### config.mk
export PLATFORM = sky130hd
export DESIGN_NAME = http_request_line_parser_core
export DESIGN_NICKNAME = d
export VERILOG_FILES = /design/src/sv/hrlp_pkg.sv /design/src/sv/http_request_line_parser_core.sv /design/src/sv/hrlp_step.sv /design/src/sv/hrlp_result_queue.sv
export SDC_FILE = /design/constraint.sdc
export NUM_CORES = 1
export LEC_CHECK = 0
export ABC_AREA = 1
export BUFFER_PORTS_ARGS = -buffer_cell sky130_fd_sc_hd__buf_2
export CORE_MARGIN = 1
export CORE_UTILIZATION = 40
export CTS_BUF_LIST = sky130_fd_sc_hd__clkbuf_8
export CTS_CLUSTER_DIAMETER = 120
export CTS_CLUSTER_SIZE = 16
export DETAILED_ROUTE_END_ITERATION = 10
export PLACE_DENSITY = 0.7
export RECOVER_POWER = 25
export SLEW_MARGIN = 20
export SYNTH_ARGS = -nofsm -noshare
export SYNTH_HDL_FRONTEND = slang
export SYNTH_SLANG_ARGS = --single-unit
export TNS_END_PERCENT = 30
### constraint.sdc
create_clock -name clk -period 3.6 [get_ports clk]
set_input_delay 0.36 -clock clk [delete_from_list [all_inputs] [get_ports clk]]
set_output_delay 0.36 -clock clk [all_outputs]
set_load 0.02 [all_outputs]
### src/sv/hrlp_pkg.sv
// ----------------------------------------------------------------------------
// hrlp_pkg
// Shared types and constants for the HTTP request line parser.
// ----------------------------------------------------------------------------
package hrlp_pkg;

    // Characters
    localparam logic [7:0] CH_CR    = 8'd13;
    localparam logic [7:0] CH_LF    = 8'd10;
    localparam logic [7:0] CH_SP    = 8'd32;
    localparam logic [7:0] CH_SLASH = 8'h2F;
    localparam logic [7:0] CH_QUEST = 8'h3F;
    localparam logic [7:0] CH_QUOTE = 8'h22;

    // Line regions
    localparam logic [1:0] REGION_METHOD  = 2'd0;
    localparam logic [1:0] REGION_TARGET  = 2'd1;
    localparam logic [1:0] REGION_VERSION = 2'd2;

    // Result kinds
    localparam logic [1:0] KIND_PATH   = 2'd0;
    localparam logic [1:0] KIND_QUERY  = 2'd1;
    localparam logic [1:0] KIND_STATUS = 2'd2;

    // Status codes
    localparam logic [2:0] ST_OK           = 3'd0;
    localparam logic [2:0] ST_BAD_REQUEST  = 3'd1;
    localparam logic [2:0] ST_URI_TOO_LONG = 3'd2;
    localparam logic [2:0] ST_BAD_METHOD   = 3'd3;
    localparam logic [2:0] ST_NOT_IMPL     = 3'd4;
    localparam logic [2:0] ST_BAD_VERSION  = 3'd5;

    localparam logic [1:0]  METHOD_LEN      = 2'd3;
    localparam logic [3:0]  VERSION_LEN     = 4'd8;
    localparam logic [15:0] LINE_COUNT_MAX  = 16'hFFFF;
    localparam logic [15:0] MAX_LINE_RESET  = 16'd8190;

    // Result queue geometry
    localparam int RQ_DEPTH = 4;
    localparam int RQ_PTR_W = 2;
    localparam int RQ_CNT_W = 3;

    typedef struct packed {
        logic [1:0]  line_region;
        logic        in_query;
        logic        cr_held;
        logic [15:0] line_count;
        logic [1:0]  method_pos;
        logic        method_bad;
        logic [3:0]  version_pos;
        logic        version_bad;
        logic        target_seen;
        logic        target_bad_start;
        logic        quote_seen;
        logic        line_done;
    } parse_state_t;

    typedef struct packed {
        logic [1:0] kind;
        logic [7:0] out_byte;
        logic [2:0] status;
        logic       run_end;
    } result_t;

endpackage

### src/sv/http_request_line_parser_core.sv
// ----------------------------------------------------------------------------
// http_request_line_parser_core
// Splits an HTTP request line into path and query bytes plus one status.
// ----------------------------------------------------------------------------
//
//  channel | signals                                   | dir | handshake
//  --------+-------------------------------------------+-----+--------------
//  in      | in_byte, end_of_request                   | in  | in_valid/in_stall
//  out     | kind, out_byte, status, run_end           | out | out_valid/out_stall
//  cfg     | cfg_data (max_line_length)                | in  | cfg_valid/cfg_ready
//
//  One input beat per cycle while in_stall is low. Each beat lands in the input
//  stage register and is parsed from there by the step logic when the queue has
//  room; the step logic writes up to two results into a four-entry result queue.
//  Sustained rate: one input beat per cycle while each beat gives at most one
//  result and out_stall stays low; the output port moves one result per beat, so
//  a beat with a held CR plus a target byte needs two output beats.
//  Reset clears the parse state, the queue and sets max_line_length to 8190.
//  in_stall rises while the stage holds a beat and the queue has fewer than
//  two free entries.
//
module http_request_line_parser_core
(
    input  logic        clk,
    input  logic        rst_n,

    input  logic        in_valid,
    output logic        in_stall,
    input  logic [7:0]  in_byte,
    input  logic        end_of_request,

    output logic        out_valid,
    input  logic        out_stall,
    output logic [1:0]  kind,
    output logic [7:0]  out_byte,
    output logic [2:0]  status,
    output logic        run_end,

    input  logic        cfg_valid,
    output logic        cfg_ready,
    input  logic [15:0] cfg_data
);

    // Configuration
    logic [15:0] max_len_reg;

    // Input stage
    logic        stage_valid_reg;
    logic        stage_valid_next;
    logic [7:0]  stage_byte_reg;
    logic        stage_eor_reg;
    logic        in_accept;
    logic        process;

    // Parse state
    hrlp_pkg::parse_state_t state_reg;
    hrlp_pkg::parse_state_t state_next;

    // Step results
    logic [1:0]          res_cnt;
    hrlp_pkg::result_t   res0;
    hrlp_pkg::result_t   res1;
    logic [1:0]          push_cnt;

    // Queue
    hrlp_pkg::result_t                 q_head;
    logic                              q_not_empty;
    logic                              q_room;
    logic [hrlp_pkg::RQ_CNT_W-1:0]     q_count;
    logic                              q_pop;

    // Config port always takes a write; software writes only while idle
    assign cfg_ready = 1'b1;

    always_ff @(posedge clk or negedge rst_n)
    begin
        if (!rst_n)
            max_len_reg <= hrlp_pkg::MAX_LINE_RESET;
        else if (cfg_valid && cfg_ready)
            max_len_reg <= cfg_data;
    end

    // Hold the staged beat until the queue has room for its worst case
    assign process   = stage_valid_reg && q_room;
    assign in_stall  = stage_valid_reg && !q_room;
    assign in_accept = in_valid && !in_stall;

    always_comb
    begin
        stage_valid_next = stage_valid_reg;
        if (in_accept)
            stage_valid_next = 1'b1;
        else if (process)
            stage_valid_next = 1'b0;
    end

    always_ff @(posedge clk or negedge rst_n)
    begin
        if (!rst_n)
            stage_valid_reg <= 1'b0;
        else
            stage_valid_reg <= stage_valid_next;
    end

    // Payload of the stage needs no reset
    always_ff @(posedge clk)
    begin
        if (in_accept)
        begin
            stage_byte_reg <= in_byte;
            stage_eor_reg  <= end_of_request;
        end
    end

    hrlp_step u_step
    (
        .state           (state_reg),
        .in_byte         (stage_byte_reg),
        .end_of_request  (stage_eor_reg),
        .max_line_length (max_len_reg),
        .state_next      (state_next),
        .res_cnt         (res_cnt),
        .res0            (res0),
        .res1            (res1)
    );

    // Advance the parse state only on a processed beat
    always_ff @(posedge clk or negedge rst_n)
    begin
        if (!rst_n)
            state_reg <= '0;
        else if (process)
            state_reg <= state_next;
    end

    assign push_cnt = process ? res_cnt : 2'd0;
    assign q_pop    = q_not_empty && !out_stall;

    hrlp_result_queue u_queue
    (
        .clk       (clk),
        .rst_n     (rst_n),
        .push_cnt  (push_cnt),
        .push0     (res0),
        .push1     (res1),
        .pop       (q_pop),
        .head      (q_head),
        .not_empty (q_not_empty),
        .room      (q_room),
        .count     (q_count)
    );

    assign out_valid = q_not_empty;
    assign kind      = q_head.kind;
    assign out_byte  = q_head.out_byte;
    assign status    = q_head.status;
    assign run_end   = q_head.run_end;

    // ------------------------------------------------------------------------
    // Assertions
    // ------------------------------------------------------------------------

    // Queue never overfills
    assert property (@(posedge clk) disable iff (!rst_n)
        q_count <= hrlp_pkg::RQ_CNT_W'(hrlp_pkg::RQ_DEPTH))
        else $error("result queue overflow");

    // A status result always closes the run of its beat
    assert property (@(posedge clk) disable iff (!rst_n)
        (process && res_cnt != 2'd0 && res1.kind == hrlp_pkg::KIND_STATUS)
        |-> (res_cnt == 2'd1 && res0.run_end))
        else $error("status result not last of its beat");

    // A beat ending the request leaves the parser in its reset state
    assert property (@(posedge clk) disable iff (!rst_n)
        (process && stage_eor_reg) |=> (state_reg == '0))
        else $error("parse state not cleared at end of request");

    // Nothing is produced after the line is done
    assert property (@(posedge clk) disable iff (!rst_n)
        (process && state_reg.line_done) |-> (res_cnt == 2'd0))
        else $error("result after end of request line");

endmodule

### src/sv/hrlp_step.sv
// ----------------------------------------------------------------------------
// hrlp_step
// Per-byte parse step: next state and up to two results for one beat.
// ----------------------------------------------------------------------------
module hrlp_step
(
    input  hrlp_pkg::parse_state_t state,
    input  logic [7:0]             in_byte,
    input  logic                   end_of_request,
    input  logic [15:0]            max_line_length,
    output hrlp_pkg::parse_state_t state_next,
    output logic [1:0]             res_cnt,
    output hrlp_pkg::result_t      res0,
    output hrlp_pkg::result_t      res1
);

    typedef struct packed {
        hrlp_pkg::parse_state_t st;
        logic                   emit;
        logic [1:0]             kind;
    } line_step_t;

    function automatic logic [7:0] method_char(input logic [1:0] pos);
        logic [7:0] c;
        case (pos)
            2'd0:    c = 8'h47; // G
            2'd1:    c = 8'h45; // E
            2'd2:    c = 8'h54; // T
            default: c = 8'h00;
        endcase
        return c;
    endfunction

    function automatic logic [7:0] version_char(input logic [3:0] pos);
        logic [7:0] c;
        case (pos)
            4'd0:    c = 8'h48; // H
            4'd1:    c = 8'h54; // T
            4'd2:    c = 8'h54; // T
            4'd3:    c = 8'h50; // P
            4'd4:    c = 8'h2F; // /
            4'd5:    c = 8'h31; // 1
            4'd6:    c = 8'h2E; // .
            4'd7:    c = 8'h31; // 1
            default: c = 8'h00;
        endcase
        return c;
    endfunction

    function automatic line_step_t line_byte(input hrlp_pkg::parse_state_t s_in,
                                             input logic [7:0] b);
        line_step_t r;
        r.st   = s_in;
        r.emit = 1'b0;
        r.kind = hrlp_pkg::KIND_PATH;
        if (s_in.line_count != hrlp_pkg::LINE_COUNT_MAX)
            r.st.line_count = s_in.line_count + 16'd1;
        case (s_in.line_region)
            hrlp_pkg::REGION_METHOD:
            begin
                if (b == hrlp_pkg::CH_SP)
                    r.st.line_region = hrlp_pkg::REGION_TARGET;
                else if (s_in.method_pos < hrlp_pkg::METHOD_LEN &&
                         b == method_char(s_in.method_pos))
                    r.st.method_pos = s_in.method_pos + 2'd1;
                else
                    r.st.method_bad = 1'b1;
            end
            hrlp_pkg::REGION_TARGET:
            begin
                if (b == hrlp_pkg::CH_SP)
                begin
                    r.st.line_region = hrlp_pkg::REGION_VERSION;
                end
                else
                begin
                    if (!s_in.target_seen)
                    begin
                        r.st.target_seen      = 1'b1;
                        r.st.target_bad_start = (b != hrlp_pkg::CH_SLASH);
                    end
                    if (b == hrlp_pkg::CH_QUOTE)
                        r.st.quote_seen = 1'b1;
                    if (s_in.in_query)
                    begin
                        r.emit = 1'b1;
                        r.kind = hrlp_pkg::KIND_QUERY;
                    end
                    else if (b == hrlp_pkg::CH_QUEST)
                    begin
                        r.st.in_query = 1'b1;
                    end
                    else
                    begin
                        r.emit = 1'b1;
                    end
                end
            end
            default:
            begin
                if (s_in.version_pos < hrlp_pkg::VERSION_LEN &&
                    b == version_char(s_in.version_pos))
                    r.st.version_pos = s_in.version_pos + 4'd1;
                else
                    r.st.version_bad = 1'b1;
            end
        endcase
        return r;
    endfunction

    function automatic logic [2:0] final_status(input hrlp_pkg::parse_state_t s_in,
                                                input logic [15:0] max_len);
        logic [2:0] st;
        if ({1'b0, s_in.line_count} + 17'd2 > {1'b0, max_len})
            st = hrlp_pkg::ST_URI_TOO_LONG;
        else if (s_in.line_region != hrlp_pkg::REGION_VERSION)
            st = hrlp_pkg::ST_BAD_REQUEST;
        else if (s_in.method_bad || s_in.method_pos != hrlp_pkg::METHOD_LEN)
            st = hrlp_pkg::ST_BAD_METHOD;
        else if (!s_in.target_seen || s_in.target_bad_start)
            st = hrlp_pkg::ST_NOT_IMPL;
        else if (s_in.quote_seen)
            st = hrlp_pkg::ST_BAD_REQUEST;
        else if (s_in.version_bad || s_in.version_pos != hrlp_pkg::VERSION_LEN)
            st = hrlp_pkg::ST_BAD_VERSION;
        else
            st = hrlp_pkg::ST_OK;
        return st;
    endfunction

    hrlp_pkg::parse_state_t s_mid;
    line_step_t             lb_cr;
    line_step_t             lb_cur;
    hrlp_pkg::result_t      r_cr;
    hrlp_pkg::result_t      r_cur;
    logic                   e_cr;
    logic                   e_cur;

    // Held CR first, as an ordinary line byte, then the current byte
    always_comb
    begin
        s_mid         = state;
        s_mid.cr_held = 1'b0;
        lb_cr         = line_byte(s_mid, hrlp_pkg::CH_CR);
        if (state.cr_held)
            lb_cur = line_byte(lb_cr.st, in_byte);
        else
            lb_cur = line_byte(s_mid, in_byte);
    end

    always_comb
    begin
        state_next = state;
        e_cr       = 1'b0;
        e_cur      = 1'b0;
        r_cr       = '0;
        r_cur      = '0;
        if (!state.line_done)
        begin
            if (state.cr_held && in_byte == hrlp_pkg::CH_LF)
            begin
                state_next.cr_held   = 1'b0;
                state_next.line_done = 1'b1;
                e_cur                = 1'b1;
                r_cur.kind           = hrlp_pkg::KIND_STATUS;
                r_cur.status         = final_status(state, max_line_length);
            end
            else if (end_of_request)
            begin
                e_cur        = 1'b1;
                r_cur.kind   = hrlp_pkg::KIND_STATUS;
                r_cur.status = hrlp_pkg::ST_BAD_REQUEST;
            end
            else
            begin
                if (state.cr_held)
                begin
                    e_cr           = lb_cr.emit;
                    r_cr.kind      = lb_cr.kind;
                    r_cr.out_byte  = hrlp_pkg::CH_CR;
                    state_next     = lb_cr.st;
                end
                if (in_byte == hrlp_pkg::CH_CR)
                begin
                    state_next.cr_held = 1'b1;
                end
                else
                begin
                    state_next     = lb_cur.st;
                    e_cur          = lb_cur.emit;
                    r_cur.kind     = lb_cur.kind;
                    r_cur.out_byte = in_byte;
                end
            end
        end
        if (end_of_request)
            state_next = '0;
        r_cur.run_end = e_cur;
        r_cr.run_end  = !e_cur;
    end

    assign res0    = e_cr ? r_cr : r_cur;
    assign res1    = r_cur;
    assign res_cnt = {1'b0, e_cr} + {1'b0, e_cur};

endmodule

### src/sv/hrlp_result_queue.sv
// ----------------------------------------------------------------------------
// hrlp_result_queue
// Small result queue: takes up to two results a cycle, gives one a beat.
// ----------------------------------------------------------------------------
module hrlp_result_queue
(
    input  logic                clk,
    input  logic                rst_n,
    input  logic [1:0]          push_cnt,
    input  hrlp_pkg::result_t   push0,
    input  hrlp_pkg::result_t   push1,
    input  logic                pop,
    output hrlp_pkg::result_t   head,
    output logic                not_empty,
    output logic                room,
    output logic [hrlp_pkg::RQ_CNT_W-1:0] count
);

    hrlp_pkg::result_t                mem [hrlp_pkg::RQ_DEPTH];
    logic [hrlp_pkg::RQ_PTR_W-1:0]    wr_ptr_reg;
    logic [hrlp_pkg::RQ_PTR_W-1:0]    wr_ptr_next;
    logic [hrlp_pkg::RQ_PTR_W-1:0]    rd_ptr_reg;
    logic [hrlp_pkg::RQ_PTR_W-1:0]    rd_ptr_next;
    logic [hrlp_pkg::RQ_CNT_W-1:0]    count_reg;
    logic [hrlp_pkg::RQ_CNT_W-1:0]    count_next;
    logic [hrlp_pkg::RQ_PTR_W-1:0]    wr_ptr_plus1;

    assign wr_ptr_plus1 = wr_ptr_reg + {{(hrlp_pkg::RQ_PTR_W-1){1'b0}}, 1'b1};
    assign wr_ptr_next  = wr_ptr_reg + push_cnt[hrlp_pkg::RQ_PTR_W-1:0];
    assign rd_ptr_next  = rd_ptr_reg + {{(hrlp_pkg::RQ_PTR_W-1){1'b0}}, pop};
    assign count_next   = count_reg
                        + {{(hrlp_pkg::RQ_CNT_W-2){1'b0}}, push_cnt}
                        - {{(hrlp_pkg::RQ_CNT_W-1){1'b0}}, pop};

    always_ff @(posedge clk)
    begin
        if (push_cnt != 2'd0)
            mem[wr_ptr_reg] <= push0;
        if (push_cnt == 2'd2)
            mem[wr_ptr_plus1] <= push1;
    end

    always_ff @(posedge clk or negedge rst_n)
    begin
        if (!rst_n)
        begin
            wr_ptr_reg <= '0;
            rd_ptr_reg <= '0;
            count_reg  <= '0;
        end
        else
        begin
            wr_ptr_reg <= wr_ptr_next;
            rd_ptr_reg <= rd_ptr_next;
            count_reg  <= count_next;
        end
    end

    assign head      = mem[rd_ptr_reg];
    assign not_empty = (count_reg != '0);
    assign room      = (count_reg <= hrlp_pkg::RQ_CNT_W'(hrlp_pkg::RQ_DEPTH - 2));
    assign count     = count_reg;

endmodule
==> impl_metrics.py <==
metrics = {
    "status": {
        "run_status": "complete, but fails checks",
        "violations": "max-capacitance violations, max-slew violations",
    },
    "placement": {
        "detailed_place_hpwl_um": 14200,
        "portBuffers": 45,
        "preCtsSetupSlack_ns": 0.148,
        "place.gp.congestion": 0.930,
        "placed_cell_area_um2": 8200,
    },
    "cts": {
        "tritoncts.num_buffers": 17,
        "clock_insertion_delay_worst_skew_ns": 0.46,
        "cts.htree.levels": 4,
        "tritoncts": "built",
        "clock_path_buffers": 2,
        "path_clk_slew_ns": 0.08,
        "post-cts-setup-buffers": 0,
        "cts_root_buffer": "sky130_fd_sc_hd__clkbuf_8",
        "clock_sinks": 121,
    },
    "setup_path": {
        "startpoint": "stage_byte_reg[2]$_DFFE_PP_",
        "timing.critical_path.to_type": "flop",
        "timing.reg2reg.worst_path_depth": 15,
        "crit_chain": "inv_1, nand2_1, nor2_1, nand3_1, inv_1, nor2_2, nor2_1, a31oi_4, inv_1, ha_1, nand2_1, ha_1, fa_1, xnor2_1, xor2_1",
        "rr_endpoint": "u_queue.count[2]$_DFF_PN0_",
        "ff2ff_setup_slack_ns": 0.33,
        "cp_num_buf_inv": 3,
        "worst_path_largest_cell_delay_ns": 0.46,
        "worstSetupPathType": "flop to flop",
        "slowest_stage_cell_on_the_critical_path": "sky130_fd_sc_hd__edfxtp_1",
        "worstReg2RegStart": "stage_byte_reg[2]$_DFFE_PP_",
        "cp.required_ns": 3.94,
        "path_common_cell": "sky130_fd_sc_hd__inv_1",
        "start_kind": "flop",
        "critical_path.top_delay_family": "simple AND/OR/NAND/NOR gates",
        "critical_path_peak_fanout": 6,
        "worstPathArrival_ns": 3.61,
    },
    "power_and_ir_drop": {
        "netSwitchingPower_mw": 2.24,
        "power_density_nw_per_um2": 625,
        "switching_share_pct": 41.4,
        "total_leakage_power_nw": 3.87,
        "intPower_mw": 3.16,
        "clkPwrFrac_pct": 24.4,
        "seq_power_share_pct": 36.6,
        "peak_supply_drop_v": 0.000236,
        "post-layout-total-power_mw": 5.40,
        "proportion_of_power_drawn_by_combinational_gates_pct": 39.0,
    },
    "grt": {
        "grt_pass1_wl_um": 31500,
        "antenna_violations_before_repair": 0,
        "global_route.overflow_total": 0,
        "grt_max_degree": 32,
        "grt_pass1_vias": 6530,
        "groute.usage.overall_pct": 20.3,
    },
    "cells_and_area": {
        "seqCellArea_um2": 3370,
        "multi_input_gate_area_um2": 3720,
        "fin_nets": 1101,
        "share_of_post_route_cells_with_drive_strength_above_1_pct": 13.8,
        "finish.instance_area_um2": 8640,
        "largest_register_ffs": 56,
        "antenna-diode-count": 0,
        "finished_core_util_pct": 46.2,
        "fill_cells": 1818,
        "areaGrowthSynthToFinish_pct": 13.0,
    },
    "sta": {
        "period_share_pct": 90.9,
        "rsz0062_at_grt": "false",
        "fmax_mhz": 306,
        "finalMaxSlewViolations": 32,
        "worst_slew_margin_rel_pct": -14.0,
        "finalHoldViolations": 0,
        "totalNegativeSetupSlack_ns": 0,
        "fin_ws_ns": 0.329,
        "clock-skew-final_ns": 0.0139,
        "worst_slew_pin_tran_ns": 1.71,
        "period_minus_slack_ns": 3.27,
        "setup_violations": 0,
    },
    "synth": {
        "synth_area_per_cell_um2": 7.85,
        "netlist_area_um2": 7650,
        "synth_seq_area_share_pct": 44.0,
        "largest_family_of_logic_cells_by_synthesized_area": "simple AND/OR/NAND/NOR gates",
        "post_synth_xor_area_fraction_pct": 3.78,
        "syn-instance-count": 975,
        "synthesis.nets": 1041,
        "post_synthesis_mux_area_share_pct": 0.147,
        "synthSimpleGateAreaFrac_pct": 26.7,
        "synth_unique_cells": 42,
        "synth-compound-area-share_pct": 11.7,
        "yosys_warnings": 0,
        "synth.ff_latch_count": 121,
        "synth-adder-area-share_pct": 5.99,
    },
    "detailed_routing": {
        "routed.top_layer": "met4",
        "remaining_drc_errors": 0,
        "met1Wirelength_um": 8660,
        "route.final.wire_length_um": 18600,
        "drt_pass1_iterations": 6,
        "drt.antenna.violating_nets": 0,
        "post_drt_wl_per_cell_um": 14.5,
        "dr_total_vias": 6574,
        "met2RoutedLength_um": 8770,
        "1st_iter_drt_viols": 576,
        "met3RoutedLength_um": 887,
        "routed_via_density": 5.13,
    },
    "floorplan": {
        "core_area_um2": 18700,
        "ios": 47,
        "fp.dieW_um": 140,
        "die_area_um2": 19700,
        "std_cell_rows": 50,
        "start_util_pct": 40.9,
        "die_h_um": 140,
    },
    "hold_path": {
        "whs_path_depth": 1,
        "worst_hold_startpoint": "in_byte[3]",
        "whs_endpoint": "stage_byte_reg[3]$_DFFE_PP_",
        "classification_of_the_worst_slack_hold_path": "input port to flop",
    },
    "job": {
        "cap_violations": 1,
    },
}
-- power by group through the flow --
stage | combinational [mW] | sequential (mW) | clock, mW
6_report | 2.11 | 1.98 | 1.32
5_1_grt | 2.37 | 2.01 | 1.39
4_1_cts | 2.10 | 1.97 | 1.34
3_5_place_dp | 2.09 | 2.00 | 0
3_3_place_gp | 2.07 | 1.99 | 0
2_1_floorplan | 1.52 | 1.92 | 0
-- layer usage --
layer / up-vias / track usage, %
li1: 3346 / -
met1: 3034 / 26.6
met2: 167 / 33.7
met3: 27 / 3.49
met4: 0 / 7.58
met5: - / 0
-- cell usage after synthesis, drive strengths merged --
library cell | count | area share (%)
o22ai | 18 | 1.5
nand2 | 220 | 11
xnor2 | 6 | 0.69
ha | 35 | 5.7
o221ai | 1 | 0.11
buf | 5 | 0.47
a211oi | 1 | 0.098
o211ai | 2 | 0.20
conb | 1 | 0.049
o21ai | 94 | 6.1
o31ai | 3 | 0.29
a31oi | 3 | 0.25
dfrtp | 44 | 14
fa | 1 | 0.26
a21boi | 4 | 0.39
clkbuf | 18 | 0.88
clkinv | 3 | 0.15
dfstp | 12 | 4.1
o2111ai | 1 | 0.11
nand3b | 3 | 0.29
nand4 | 23 | 1.9
inv | 124 | 6.1
nor4 | 4 | 0.33
o21bai | 6 | 0.59
edfxtp | 65 | 26
xor2 | 27 | 3.1
o32ai | 1 | 0.11
nor3 | 16 | 1.1
nand3 | 51 | 3.5
mux2 | 1 | 0.15
a21oi | 30 | 2.0
nor2 | 152 | 8.2
-- worst max path at each step --
stage                                       end  slack [ns]  depth (start not counted)
CTS                  u_queue.count[2]$_DFF_PN0_        0.10                         17
detailed placement   u_queue.count[2]$_DFF_PN0_        0.15                         17
floorplan           u_queue.mem[0][0]$_DFFE_PP_        0.18                         12
global placement     u_queue.count[2]$_DFF_PN0_        0.32                         17
finish               u_queue.count[2]$_DFF_PN0_        0.33                         15
global route         u_queue.count[2]$_DFF_PN0_        0.04                         15
-- worst reg2reg max path: stages, from the launching register on --
cell	delay, ns
sky130_fd_sc_hd__edfxtp_1	0.46
sky130_fd_sc_hd__inv_1	0.20
sky130_fd_sc_hd__nand2_1	0.11
sky130_fd_sc_hd__nor2_1	0.15
sky130_fd_sc_hd__nand3_1	0.13
sky130_fd_sc_hd__inv_1	0.19
sky130_fd_sc_hd__nor2_2	0.10
sky130_fd_sc_hd__nor2_1	0.33
sky130_fd_sc_hd__a31oi_4	0.09
sky130_fd_sc_hd__inv_1	0.08
sky130_fd_sc_hd__ha_1	0.15
sky130_fd_sc_hd__nand2_1	0.12
sky130_fd_sc_hd__ha_1	0.33
sky130_fd_sc_hd__fa_1	0.44
sky130_fd_sc_hd__xnor2_1	0.14
sky130_fd_sc_hd__xor2_1	0.14
-- metrics by stage --
stage               hold WS, ns  std cells
floorplan                0.0644        975
global placement          0.454       1249
detailed placement        0.462       1249
CTS                      0.0457       1282
global route             0.0519       1282
finish                   0.0647       1282
-- logic make-up (layout without fill, tap and decap cells) --
kind of cell | count (synthesis) | in the layout
AND/OR/NAND/NOR | 469 | 469
AO/OA/AOI/OAI | 164 | 164
buffers and inverters | 150 | 223
flip-flops | 121 | 121
adder cells (fa/ha/maj) | 36 | 36
XOR/XNOR | 33 | 33
other | 1 | 1
multiplexers | 1 | 1
-- cells in the final DEF, fill, tap and decap left out, types with 4 or more instances in the layout --
cell type,n
sky130_fd_sc_hd__nor2_2,12
sky130_fd_sc_hd__o21ai_0,82
sky130_fd_sc_hd__nor3_1,15
sky130_fd_sc_hd__xnor2_1,6
sky130_fd_sc_hd__buf_2,42
sky130_fd_sc_hd__o21bai_1,6
sky130_fd_sc_hd__clkbuf_8,17
sky130_fd_sc_hd__nand2_1,207
sky130_fd_sc_hd__xor2_1,27
sky130_fd_sc_hd__nor4_1,4
sky130_fd_sc_hd__o21ai_1,12
sky130_fd_sc_hd__edfxtp_1,65
sky130_fd_sc_hd__nand2_2,11
sky130_fd_sc_hd__nand4_1,23
sky130_fd_sc_hd__nand3_1,50
sky130_fd_sc_hd__buf_4,17
sky130_fd_sc_hd__dfrtp_1,44
sky130_fd_sc_hd__inv_2,9
sky130_fd_sc_hd__nor2_1,136
sky130_fd_sc_hd__ha_1,35
sky130_fd_sc_hd__dfstp_2,12
sky130_fd_sc_hd__o22ai_1,18
sky130_fd_sc_hd__a21oi_1,30
sky130_fd_sc_hd__nor2_4,4
sky130_fd_sc_hd__inv_6,7
sky130_fd_sc_hd__inv_1,116
sky130_fd_sc_hd__a21boi_0,4
-- repair_timing --
| action | CTS | global route |
|---|---|---|
| hold endpoints to repair | 18 | 0 |
| endpoints found under the setup margin | 0 | 79 |
| hold buffers | 1 | 0 |
| resized for setup | 0 | 3 |
-- final cells by class --
class | count | share of cell area, %
sequential | 121 | 39.0
multi-input combinational | 704 | 43.0
timing repair buffer | 64 | 4.21
clock buffer | 17 | 2.71
tap | 234 | 3.39
clock inverter | 15 | 2.17
inverter | 127 | 5.52
Power figures use the tool's default switching activity.
